$ cat config.mk
export PLATFORM = sky130hd
export DESIGN_NAME = feistel_block_cipher_32_core
export DESIGN_NICKNAME = d
export VERILOG_FILES = /design/src/hdl/fbc32_pkg.sv /design/src/hdl/feistel_block_cipher_32_core.sv /design/src/hdl/fbc32_key_sched.sv /design/src/hdl/fbc32_round_cell.sv
export SDC_FILE = /design/constraint.sdc
export NUM_CORES = 1
export LEC_CHECK = 0
export BUFFER_PORTS_ARGS = -buffer_cell sky130_fd_sc_hd__buf_2
export CAP_MARGIN = 40
export CORE_MARGIN = 8
export CORE_UTILIZATION = 60
export CTS_CLUSTER_DIAMETER = 120
export CTS_CLUSTER_SIZE = 30
export DETAILED_ROUTE_END_ITERATION = 7
export GPL_TIMING_DRIVEN = 0
export PLACE_DENSITY = 0.88
export SLEW_MARGIN = 15
export SYNTH_ARGS = -nofsm -noshare
export SYNTH_HDL_FRONTEND = slang
export SYNTH_SLANG_ARGS = --single-unit
export TNS_END_PERCENT = 20
$ cat constraint.sdc
create_clock -name clk -period 7.9 [get_ports clk]
set_input_delay 1.58 -clock clk [delete_from_list [all_inputs] [get_ports clk]]
set_output_delay 1.58 -clock clk [all_outputs]
set_load 0.02 [all_outputs]
$ cat src/hdl/fbc32_pkg.sv
// shared types, constants and functions of the 32-bit feistel block cipher
package fbc32_pkg;

	localparam int NUM_ROUNDS_DEF = 4;
	localparam int HALF_W = 16;
	localparam int BLOCK_W = 32;
	localparam int KEY_W = 64;

	typedef enum logic {
		KIND_ENCRYPT = 1'b0,
		KIND_DECRYPT = 1'b1
	} kind_t;

	typedef struct packed {
		kind_t             kind;
		logic [HALF_W-1:0] left;
		logic [HALF_W-1:0] right;
	} stage_t;

	localparam logic [3:0] SBOX [16] = '{
		4'hE, 4'h4, 4'hD, 4'h1, 4'h2, 4'hF, 4'hB, 4'h8,
		4'h3, 4'hA, 4'h6, 4'hC, 4'h5, 4'h9, 4'h0, 4'h7
	};

	// zero-based destination of each bit
	localparam logic [3:0] PERM [16] = '{
		4'd0, 4'd4, 4'd8, 4'd12, 4'd1, 4'd5, 4'd9, 4'd13,
		4'd2, 4'd6, 4'd10, 4'd14, 4'd3, 4'd7, 4'd11, 4'd15
	};

	function automatic logic [31:0] rotl32(input logic [31:0] v, input logic [4:0] amt);
		logic [63:0] tmp;
		tmp = {v, v} << amt;
		return tmp[63:32];
	endfunction

	function automatic logic [HALF_W-1:0] round_key(input logic [KEY_W-1:0] mkey,
		input logic [1:0] r);
		logic [31:0] t;
		logic [4:0]  amt;
		logic [2:0]  rnum;
		if (r < 2'd2) begin
			amt = 5'd3 + {2'b00, r, 1'b0};
			t = rotl32(mkey[63:32], amt);
		end else begin
			amt = 5'd7 + {2'b00, r - 2'd2, 1'b0};
			t = rotl32(mkey[31:0], amt);
		end
		rnum = {1'b0, r} + 3'd1;
		t = t ^ {29'd0, rnum};
		return t[HALF_W-1:0];
	endfunction

	function automatic logic [HALF_W-1:0] round_fn(input logic [HALF_W-1:0] x,
		input logic [HALF_W-1:0] k);
		logic [HALF_W-1:0] s;
		logic [HALF_W-1:0] p;
		for (int i = 0; i < 4; i++) begin
			s[4*i +: 4] = SBOX[x[4*i +: 4]];
		end
		p = '0;
		for (int i = 0; i < HALF_W; i++) begin
			p[PERM[i]] = s[i];
		end
		return p + k;
	endfunction

endpackage

$ cat src/hdl/feistel_block_cipher_32_core.sv
// top level of the 32-bit feistel block cipher: key register and chain of round cells
// each transaction passes through the chain of round cells, one registered round per cell
// throughput: one block per cycle while m_tready holds; each cell holds one block and stalls only when full
// and its successor is stalled, so a waiting result blocks input only once all cells are full
// reset: clears all cell valid flags and sets the master key to zero
// the master key may only be written while no block is in flight
module feistel_block_cipher_32_core #(
	parameter int NUM_ROUNDS = fbc32_pkg::NUM_ROUNDS_DEF
) (
	input  logic                          clk,
	input  logic                          arst_n,
	input  logic                          cfg_wr_en,
	input  logic [fbc32_pkg::KEY_W-1:0]   cfg_wr_data,
	input  logic                          s_tvalid,
	output logic                          s_tready,
	input  logic [fbc32_pkg::BLOCK_W-1:0] s_tdata,  // block_in
	input  logic                          s_tuser,  // kind
	output logic                          m_tvalid,
	input  logic                          m_tready,
	output logic [fbc32_pkg::BLOCK_W-1:0] m_tdata   // block_out
);

	logic [fbc32_pkg::KEY_W-1:0]                   master_key_q;
	logic [NUM_ROUNDS-1:0][fbc32_pkg::HALF_W-1:0] round_keys;
	logic [NUM_ROUNDS:0]                           valid;
	logic [NUM_ROUNDS:0]                           ready;
	fbc32_pkg::stage_t                             data [NUM_ROUNDS+1];

	always_ff @(posedge clk or negedge arst_n) begin
		if (!arst_n) begin
			master_key_q <= '0;
		end else if (cfg_wr_en) begin
			master_key_q <= cfg_wr_data;
		end
	end

	fbc32_key_sched #(
		.NUM_ROUNDS(NUM_ROUNDS)
	) u_key_sched (
		.master_key(master_key_q),
		.round_keys(round_keys)
	);

	assign valid[0]      = s_tvalid;
	assign s_tready      = ready[0];
	assign data[0].kind  = fbc32_pkg::kind_t'(s_tuser);
	assign data[0].left  = s_tdata[fbc32_pkg::BLOCK_W-1:fbc32_pkg::HALF_W];
	assign data[0].right = s_tdata[fbc32_pkg::HALF_W-1:0];

	for (genvar g = 0; g < NUM_ROUNDS; g++) begin : g_cell
		fbc32_round_cell u_cell (
			.clk      (clk),
			.arst_n   (arst_n),
			.in_valid (valid[g]),
			.in_ready (ready[g]),
			.in_data  (data[g]),
			.key_enc  (round_keys[g]),
			.key_dec  (round_keys[NUM_ROUNDS-1-g]),
			.out_valid(valid[g+1]),
			.out_ready(ready[g+1]),
			.out_data (data[g+1])
		);
	end

	assign ready[NUM_ROUNDS] = m_tready;
	assign m_tvalid          = valid[NUM_ROUNDS];
	assign m_tdata           = {data[NUM_ROUNDS].left, data[NUM_ROUNDS].right};

	a_stall_only_when_full: assert property (@(posedge clk) disable iff (!arst_n)
		!s_tready |-> &valid[NUM_ROUNDS:1])
		else $error("input stalled while a round cell is empty");

	a_empty_accepts: assert property (@(posedge clk) disable iff (!arst_n)
		!(|valid[NUM_ROUNDS:1]) |-> s_tready)
		else $error("empty chain refuses input");

	a_accept_fills_first: assert property (@(posedge clk) disable iff (!arst_n)
		s_tvalid && s_tready |=> valid[1])
		else $error("accepted transaction lost in first round cell");

endmodule

$ cat src/hdl/fbc32_key_sched.sv
// round key derivation from the master key register
module fbc32_key_sched #(
	parameter int NUM_ROUNDS = fbc32_pkg::NUM_ROUNDS_DEF
) (
	input  logic [fbc32_pkg::KEY_W-1:0]                   master_key,
	output logic [NUM_ROUNDS-1:0][fbc32_pkg::HALF_W-1:0] round_keys
);

	for (genvar g = 0; g < NUM_ROUNDS; g++) begin : g_key
		assign round_keys[g] = fbc32_pkg::round_key(master_key, 2'(g));
	end

endmodule

$ cat src/hdl/fbc32_round_cell.sv
// one feistel round with its pipeline register and flow control
module fbc32_round_cell (
	input  logic                         clk,
	input  logic                         arst_n,
	input  logic                         in_valid,
	output logic                         in_ready,
	input  fbc32_pkg::stage_t            in_data,
	input  logic [fbc32_pkg::HALF_W-1:0] key_enc,
	input  logic [fbc32_pkg::HALF_W-1:0] key_dec,
	output logic                         out_valid,
	input  logic                         out_ready,
	output fbc32_pkg::stage_t            out_data
);

	logic              valid_q;
	fbc32_pkg::stage_t data_q;
	fbc32_pkg::stage_t data_d;

	assign in_ready = !valid_q || out_ready;

	always_comb begin
		data_d.kind = in_data.kind;
		if (in_data.kind == fbc32_pkg::KIND_ENCRYPT) begin
			data_d.left  = in_data.right;
			data_d.right = in_data.left ^ fbc32_pkg::round_fn(in_data.right, key_enc);
		end else begin
			data_d.left  = in_data.right ^ fbc32_pkg::round_fn(in_data.left, key_dec);
			data_d.right = in_data.left;
		end
	end

	always_ff @(posedge clk or negedge arst_n) begin
		if (!arst_n) begin
			valid_q <= 1'b0;
		end else if (in_ready) begin
			valid_q <= in_valid;
		end
	end

	always_ff @(posedge clk) begin
		if (in_ready && in_valid) begin
			data_q <= data_d;
		end
	end

	assign out_valid = valid_q;
	assign out_data  = data_q;

endmodule

# After elaboration in Yosys (flattened, before gate mapping)
# Memory sizes are Yosys's and may differ from the RTL's.
# Cells that the tools add are included.
# classes
n_addsub	8
multipliers	0
div_mod_pow	0
order_cmp	32
eq_ne	0
shift	0
n_mux	68
bitwise	44
n_reduce_logical	12
# op_table
cell	count
$mux 4	64
$ge 5x5->1 const B	32
$not 4->5	32
$add 16x16->16	8
$mux 32	4
$xor 16x16->16	8
$logic_and 1x1->1	4
$logic_not 1->1	4
$logic_or 1x1->1	4
$not 1->1	3
$not 2->2	1
# totals
ff_bits	199
latchBits	0
ram_bits	0
mem_bits_ro	2048
inputBits	102
out_inout_bits	34
elab_cells	212
n_memories	32
# mem_list
name	words	word_bits	rd	rd_clocked_by_memory_dff	wr	line	text
(name not given)	16	4	1	0	0	fbc32_pkg.sv:59	s[4*i +: 4] = SBOX[x[4*i +: 4]];
(name not given)	16	4	1	0	0	fbc32_pkg.sv:59	
(name not given)	16	4	1	0	0	fbc32_pkg.sv:59	
(name not given)	16	4	1	0	0	fbc32_pkg.sv:59	
(name not given)	16	4	1	0	0	fbc32_pkg.sv:59	
(name not given)	16	4	1	0	0	fbc32_pkg.sv:59	
+26 memories	-	-	-	-	-	-	

# Logic depth before layout (Yosys ltp)
# Gate-level depths: netlist of run 1.
# logic_depth
depth_word	7
depth_mapped	15
ltp_nobuf	15

# Cells and area by module
# From an unflattened synthesis of run 1, not the netlist that was laid out.
# unflattened
hier_cells	2490
hier_area_um2	21899.8
# modules_own_cells
mod	n_inst	cells_each	area_each_um2	seq_area_each_um2
fbc32_round_cell (g_cell[2].u_cell ...)	2	576	4737.0	1016.0
fbc32_round_cell (g_cell[1].u_cell)	1	591	4775.8	1016.0
fbc32_round_cell (g_cell[0].u_cell)	1	548	4505.6	1016.0
feistel_block_cipher_32_core	1	135	2678.8	1601.5
fbc32_key_sched	1	64	465.4	0.0

# Worst setup path after synthesis of run 1
# No wires, ideal clock.
# synth_path
path_type	input-to-reg
from	input port s_tdata[20] in the netlist's numbering
to	register g_cell[0].u_cell.data_q, in the netlist g_cell[0].u_cell.out_data[27] (data pin)
setup_ps	267
t_arrival_ps	3927
required_ps	7633
path_slack_ps	3706
cell_stages	12
path_buffers	0
path_cell_list	inv_1 > ha_1 > nand2b_1 > a32o_1 > a21oi_1 > ha_1 > and3_1 > a221oi_1 > a21boi_0 > o21ba_2 > mux2i_1 > xor2_1
# synth_rtl
element	line	text
from (decl)	feistel_block_cipher_32_core.sv:16	input logic [fbc32_pkg::BLOCK_W-1:0] s_tdata,
to (signal assigned)	fbc32_round_cell.sv:42	data_q <= data_d;
to (decl)	fbc32_round_cell.sv:16	fbc32_pkg::stage_t data_q;

==> impl_results.md, run 1 <==
* Post-synth ARST share at between 20% and 30%
* R2r setup slk at between 3 and 4 ns
* Hold_buf cts at 0
* Yosys top cell area share at 19.8%
* Leading post-synthesis cells by cell area: ha_1 (20%), edfxtp_1 (20%), xnor2_1 (7.0%)
* Clock buffer depth at 2
* Final Hold Vio Count at 0
* Simple-gate area share of the yosys netlist at about 16%
* Post-DP HPWL at 45200 um
* Total gr overflow at 0
* Crit Path Max Fanout at 8
* RePlAce Congestion at between 0.9 and 1
* Cell with the most instances after synthesis: ha_1
* Die Wd at about 200 um
* TritonCTS buffer count at 17
* Clock insertion delay at the later pin of the skew report at 0.45 ns
* # fillers at between 2000 and 3000
* ANT cells at 0
* Critical path endpoint category: flop
* Register area share after synthesis at roughly a quarter
* Avg Inst Size Synth at between 8 and 9 sq um
* IO Pins at roughly 140
* Max cap viols at 0
* Via Count at between 15000 and 20000
* Cell taking the most area after synthesis: ha_1
* Worst path required time at ~8 ns
* Netlist Area Pre-Place at a little under 20000 sq um
* Post-CTS setup repair buffer count at 0
* Gr usage total at ~28%
* Leak at ~9.4 nW
* Largest family of logic cells by synthesized area: adder cells
* PwrDens at 378 nW/um^2
* Final WS setup at roughly 3.1 ns
* IO Port Bufs at 100
* CP arrival at about 5 ns
* Final Max Tran Viols at 0
* Most frequent cells after synthesis: ha_1 (315), nand2_1 (240), a21oi_1 (222)
* Mux cell area share after synthesis at 3.28%
* Synth cell types at 81
* Root buf cell: clkbuf_16
* Gate Count Post-Synth at 2368
* Fmax at approximately 210 MHz
* RSZ-0062 raised after global routing: no
* Worst setup SP type: primary input
* Final net count at roughly 2900
* Clk_skew at 0.0113 ns
* FF+latch count, synth at 171
* Period utilization at about 61%
* Worst slew margin at about 40%
* Worst hold path class: flop to flop
* Residual DRC at 0
* Wire per inst at between 15 and 20 um
* Commonest register cell after synthesis: edfxtp_1
* DRT antenna net count at 0
* Max H-tree Level at 4
* Vias/cell at around 6
* Clk slew on worst S/H paths at 0.07 ns
* Vias in the first global route at approximately 17000
* Peak supply drop at about 190 uV
* Area grow syn2layout at 8.56%
* Setup CP Type: primary input to flop
* 1st-iter DRT viols at 1210
* Synth warn at 0
* Setup TNS at 0 ns
* Clock net sink count at around 170
* Tightest Pin Transition at 0.898 ns
* Finish-stage setup viols at 0
* Adder-Cell Fraction of Synth Area at roughly a fifth
* Initial Utilization at roughly three fifths
* Complex-gate fraction of the synthesized area at between 20 and 25%
* Status: complete, no violations
* Largest net degree at the start of global routing at 34
* CTS tree: built
* Layout cell share with drive strength beyond 1 at approximately a tenth
* Pre-CTS WS at roughly 2.7 ns
* Placeable Area at 32600 sq um
* Final min period at approximately 4.8 ns
* Post-synthesis xor/xnor area fraction at 8.81%
* Syn_nets at ~2800
* Antenna violations before repair at 0
* Post-cts sizing count at 0
* Die height at between 150 and 200 um
* Post-Route WL at 55600 um
* Overall power at 8.15 mW
* First-pass GRT wire length at approximately 86000 um
* Post-synth EDFFs at 131
* DIE AREA at between 30000 and 40000 sq um
* Pre-antenna DRT Iters at 7
* Row count at between 60 and 70
-- final cells by class --
cell class                      instances  area [sq um]  share of cell area (%)
Buffer                                137           657                    3.04
Clock buffer                           19           464                    2.15
Sequential cell                       171          4930                    22.9
Multi-Input combinational cell       1931         13800                    64.0
Inverter                              129           484                    2.24
Clock inverter                         13          98.8                   0.458
Tap cell                              442           553                    2.56
Timing Repair Buffer                  105           574                    2.66
-- cells by family after synthesis --
kind of cell / count (synthesis)
and+or+nand+nor: 693
AOI/OAI and AO/OA: 658
adders and majority gates: 323
buffers and inverters: 266
xor gates and xnor gates: 200
DFF: 171
muxes: 57
-- worst paths after layout --
kind	start	cells after the start	end
setup / recovery	s_tdata[28]	14	g_cell[0].u_cell.out_data[28]
hold / removal	g_cell[0].u_cell.out_valid	1	g_cell[1].u_cell.out_valid
setup reg to reg	g_cell[2].u_cell.out_data[12]	14	g_cell[3].u_cell.out_data[15]
hold reg to reg	g_cell[0].u_cell.out_valid	1	g_cell[1].u_cell.out_valid
max in group asynchronous	arst_n	2	master_key_q[44]
min in group asynchronous	arst_n	1	master_key_q[31]
-- registers in the layout, summed over array words and instances (netlist names) --
name and flops:
g_cell.u_cell.out_data 131, g_cell.u_cell.out_valid 4, master_key_q 36
-- layer usage --
layer	track usage, %	vias up	share of wire [%]
li1	-	8619	-
met1	31.1	8387	38
met2	49.0	690	48
met3	3.85	196	6.5
met4	18.7	0	7.1
met5	0	-	0
-- critical path: stages --
cell and delay (ns):
buf_2 0.18, inv_1 0.10, ha_1 0.28, nand2b_1 0.11, o21ai_0 0.08, o21ai_0 0.58
ha_1 0.38, a21oi_1 0.16, nand2_1 0.11, a31oi_1 0.34, o221ai_1 0.30, o31ai_1 0.33
mux2i_1 0.33, xnor2_1 0.12
-- report_power, final --
| group | switching [mW] | internal (mW) |
|---|---|---|
| clock | 0.377 | 0.436 |
| combinational | 3.27 | 2.32 |
| sequential | 0.297 | 1.44 |
| total | 3.95 | 4.20 |
-- placed cells by master (no fill, tap or decap), drive strengths merged, types with 41 or more instances in the layout --
cell type and instances:
ha 315, a21o 46, clkbuf 110, xor2 42, edfxtp 131, a31oi 41, buf 151, a21oi 222
o21ai 175, inv 138, xnor2 158, nor2 192, nand2 240, nand2b 67
-- through the flow --
step / utilization, % / hold slack [ns] / cells / instance area, sq um
floorplan: - / 0.421 / 2368 / 19900
global placement: 64.2 / 0.457 / 2910 / 20900
detailed placement: 64.4 / 0.470 / 2913 / 21000
CTS: 66.1 / 0.488 / 2945 / 21600
global route: 66.1 / 0.508 / 2947 / 21600
finish: 66.1 / 0.486 / 2947 / 21600
Note: power is estimated with default switching activity, not from simulation.
==> run 2: changes to the inputs <==
ABC_AREA = 1   (was not set)
CORE_UTILIZATION = 57   (was 60)
clock period = 4.4 ns   (was 7.9 ns; I/O delays follow)
==> run 2 against run 1 <==
Compared with the run above:
- worst hold slack worse by 0.16 ns
- via count grew 16%
- synthesized area grew 5.9%
- total power increased by 54%
- final cell count grew 27%
- routed wire length grew 14%
- critical endpoint is now g_cell[3].u_cell.out_data[28]
- largest cell class unchanged
==> impl_results.md, run 2 <==
* Crit Path Max Fanout at 7 (was 8)
* Synth cell types at 36 (was 81)
* Final net count at 3683 (was 2917)
* Netlist Area Pre-Place at 21100 sq um (was 19900 sq um)
* Root buf cell: clkbuf_16 (unchanged)
* Mux cell area share after synthesis at 1.39% (was 3.28%)
* Comb power frac at 64.2% (was 68.6%)
* Final min period at roughly 3.2 ns
* Peak supply drop at 366 uV (was 185 uV)
* Flop pwr share at 23.1% (was 21.4%)
* Antenna violations before repair at 1 (was 0)
* Tightest Pin Transition at 0.754 ns (was 0.898 ns)
* Status: complete, no violations (unchanged)
* Post-DP HPWL at 51400 um (was 45200 um)
* Die height at 208 um (was 198 um)
* Largest net degree at the start of global routing at 31 (was 34)
* Row count at 70 (was 66)
* Avg Inst Size Synth at 6.72 sq um (was 8.39 sq um)
* Minimum hold slack at 0.326 ns (was 0.486 ns)
* Hold_buf cts at 0 (unchanged)
* CP arrival at 3.43 ns (was 4.98 ns)
* Register area share after synthesis at 23.4% (was 24.8%)
* Finish-stage setup viols at 0 (unchanged)
* Final Hold Vio Count at 0 (unchanged)
* Setup CP Type: flop to flop (was primary input to flop)
* Yosys top cell area share at 18.7% (was 19.8%)
* Clk_skew at 0.0145 ns (was 0.0113 ns)
* Post-synthesis xor/xnor area fraction at 2.62% (was 8.81%)
* Post-CTS setup repair buffer count at 0 (unchanged)
* Simple-gate area share of the yosys netlist at 29.9% (was 16.5%)
* # fillers at 3230 (was 2665)
* Most frequent cells after synthesis: nand2_1 (948), inv_1 (541), ha_1 (315) (was ha_1 (315), nand2_1 (240), a21oi_1 (222))
* Wire per inst at 17.0 um (was 18.9 um)
* Clock buffer depth at 2 (unchanged)
* Die Wd at 208 um (was 198 um)
* Post-cts sizing count at 0 (unchanged)
* Post-Route WL at 63400 um (was 55600 um)
* Switch share at 52.2% (was 48.4%)
* CTS tree: built (unchanged)
* Initial Utilization at 57.6% (was 60.9%)
* TritonCTS buffer count at 17 (unchanged)
* Adder-Cell Fraction of Synth Area at 19.5% (was 20.6%)
* Overall power at 12.6 mW (was 8.15 mW)
* Synth warn at 0 (unchanged)
* Clock insertion delay at the later pin of the skew report at 0.46 ns (was 0.45 ns)
* Via Count at 20800 (was 17900)
* RSZ-0062 raised after global routing: no (unchanged)
* Vias/cell at 5.55 (was 6.07)
* Setup TNS at 0 ns (unchanged)
* Clk slew on worst S/H paths at 0.08 ns (was 0.07 ns)
* Post-synth ARST share at 23.4% (unchanged)
* Worst path required time at 4.62 ns (was 8.09 ns)
* Worst slew margin at 49.7% (was 40.2%)
* IO Port Bufs at 102 (was 100)
* Most frequent cells in the layout: nand2_1 (948), inv_1 (541), ha_1 (315) (was ha_1 (315), nand2_1 (240), a21oi_1 (222))
* Layout cell share with drive strength beyond 1 at 7.18% (was 9.78%)
* Commonest non-fill, non-tap cell in the layout: nand2_1 (was ha_1)
* Clk network pwr share at 12.7% (was 10.0%)
* Pre-antenna DRT Iters at 6 (was 7)
* Total gr overflow at 0 (unchanged)
* Placeable Area at 36500 sq um (was 32600 sq um)
* Switching power at 6.57 mW (was 3.95 mW)
* IO Pins at 136 (unchanged)
* FF+latch count, synth at 171 (unchanged)
* Residual DRC at 0 (unchanged)
* PwrDens at 549 nW/um^2 (was 378 nW/um^2)
* 1st-iter DRT viols at 1718 (was 1210)
* Complex-gate fraction of the synthesized area at 11.3% (was 20.2%)
* Clock net sink count at 171 (unchanged)
* Cell with the most instances after synthesis: nand2_1 (was ha_1)
* ANT cells at 0 (unchanged)
* Vias in the first global route at 19300 (was 17300)
* Critical path endpoint category: flop (unchanged)
* Cell taking the most area after synthesis: ha_1 (unchanged)
* Gate Count Post-Synth at 3132 (was 2368)
* Period utilization at between 70% and 80%
* RePlAce Congestion at 0.991 (was 0.980)
* Max reg flops at 131 (unchanged)
* Leak at 12.6 nW (was 9.40 nW)
* Leading post-synthesis cells by cell area: ha_1 (19%), edfxtp_1 (19%), nand2_1 (17%) (was ha_1 (20%), edfxtp_1 (20%), xnor2_1 (7.0%))
* Max H-tree Level at 4 (unchanged)
* First-pass GRT wire length at 99200 um (was 86300 um)
* Commonest register cell after synthesis: edfxtp_1 (unchanged)
* Largest family of logic cells by synthesized area: simple AND/OR/NAND/NOR gates (was adder cells)
* DIE AREA at 43300 sq um (was 39200 sq um)
* Final Max Tran Viols at 0 (unchanged)
* Max cap viols at 0 (unchanged)
* Area grow syn2layout at 8.84% (was 8.56%)
* Internal power at 6.01 mW (was 4.20 mW)
* Gr usage total at 28.7% (was 27.9%)
* Worst setup SP type: flop (was primary input)
* DRT antenna net count at 0 (unchanged)
* Worst hold path class: primary input to asynchronous set/reset pin (was flop to flop)
* Syn_nets at 3557 (was 2793)
* Fmax at 312 MHz
* Post-synth EDFFs at 131 (unchanged)
==> run 2: changes by cell type in the layout (fill, tap and decap cells not counted), moves of 67 or more <==
cell	change
clkbuf_1	-73
inv_1	+413
nand2_1	+708
nand2b_1	-67
nand3_1	+160
nand4_1	+76
xnor2_1	-158
==> run 2: metal layers <==
layer,global-route usage [%],share of wire (%),up-vias
met5,0,0,-
met4,20.3,7.6,0
met3,3.68,7.4,206
met2,48.6,46,811
met1,33.5,39,9356
li1,-,-,10400
==> run 2: kinds of logic after synthesis <==
| family | count (synthesis) |
|---|---|
| AOI/OAI and AO/OA | 447 |
| xor gates and xnor gates | 63 |
| adders and majority gates | 323 |
| buffers and inverters | 617 |
| DFF | 171 |
| muxes | 26 |
| and+or+nand+nor | 1485 |
==> run 2: worst max-delay path: stages (launching register included) <==
cell,delay (ns)
edfxtp_1,0.51
inv_1,0.16
ha_1,0.33
o21ai_0,0.14
o32ai_1,0.20
ha_1,0.27
inv_1,0.07
fa_1,0.40
inv_1,0.13
nand3_1,0.09
nand3_1,0.18
nand3_1,0.15
nand4_1,0.12
nand3_1,0.08
nand2_1,0.08
nand2_1,0.06
==> run 2: final cells by class <==
class	instances	area [sq um]	area share (%)
multi-input combinational	2344	13600	59.5
sequential	171	4930	21.5
timing repair buffer	107	626	2.73
clock inverter	15	210	0.917
inverter	542	2030	8.88
buffer	75	469	2.05
tap	468	586	2.56
clock buffer	17	425	1.86
==> run 2: path summary, 6_finish.rpt <==
kind                                               startpoint                       endpoint  slack (ns)  cells after the start
worst max-delay path            g_cell[2].u_cell.out_data[16]  g_cell[3].u_cell.out_data[28]        1.19                     15
worst min-delay path                                   arst_n               master_key_q[38]        0.33                      1
worst max register to register  g_cell[2].u_cell.out_data[16]  g_cell[3].u_cell.out_data[28]        1.19                     15
worst min register to register     g_cell[1].u_cell.out_valid     g_cell[2].u_cell.out_valid        0.47                      2
max in group asynchronous                              arst_n     g_cell[1].u_cell.out_valid        3.59                      2
min in group clk                   g_cell[1].u_cell.out_valid     g_cell[2].u_cell.out_valid        0.47                      2
==> run 2: per-stage QoR <==
step / cells / worst slack, ns / cell area, sq um / util, %
finish: 3739 / 1.19 / 22900 / 62.7
global route: 3739 / 0.972 / 22900 / 62.7
CTS: 3739 / 1.23 / 22900 / 62.7
detailed placement: 3707 / 0.788 / 22300 / 61.0
global placement: 3702 / 0.479 / 22100 / 60.6
floorplan: 3132 / 1.34 / 21100 / -
==> run 2: power groups by stage <==
| stage | clock (mW) | sequential, mW | combinational (mW) |
|---|---|---|---|
| 6_report | 1.60 | 2.91 | 8.07 |
| 5_1_grt | 1.67 | 2.95 | 9.15 |
| 4_1_cts | 1.60 | 2.89 | 7.96 |
| 3_5_place_dp | 0 | 2.92 | 7.88 |
| 3_3_place_gp | 0 | 2.92 | 7.70 |
| 2_1_floorplan | 0 | 2.70 | 5.96 |
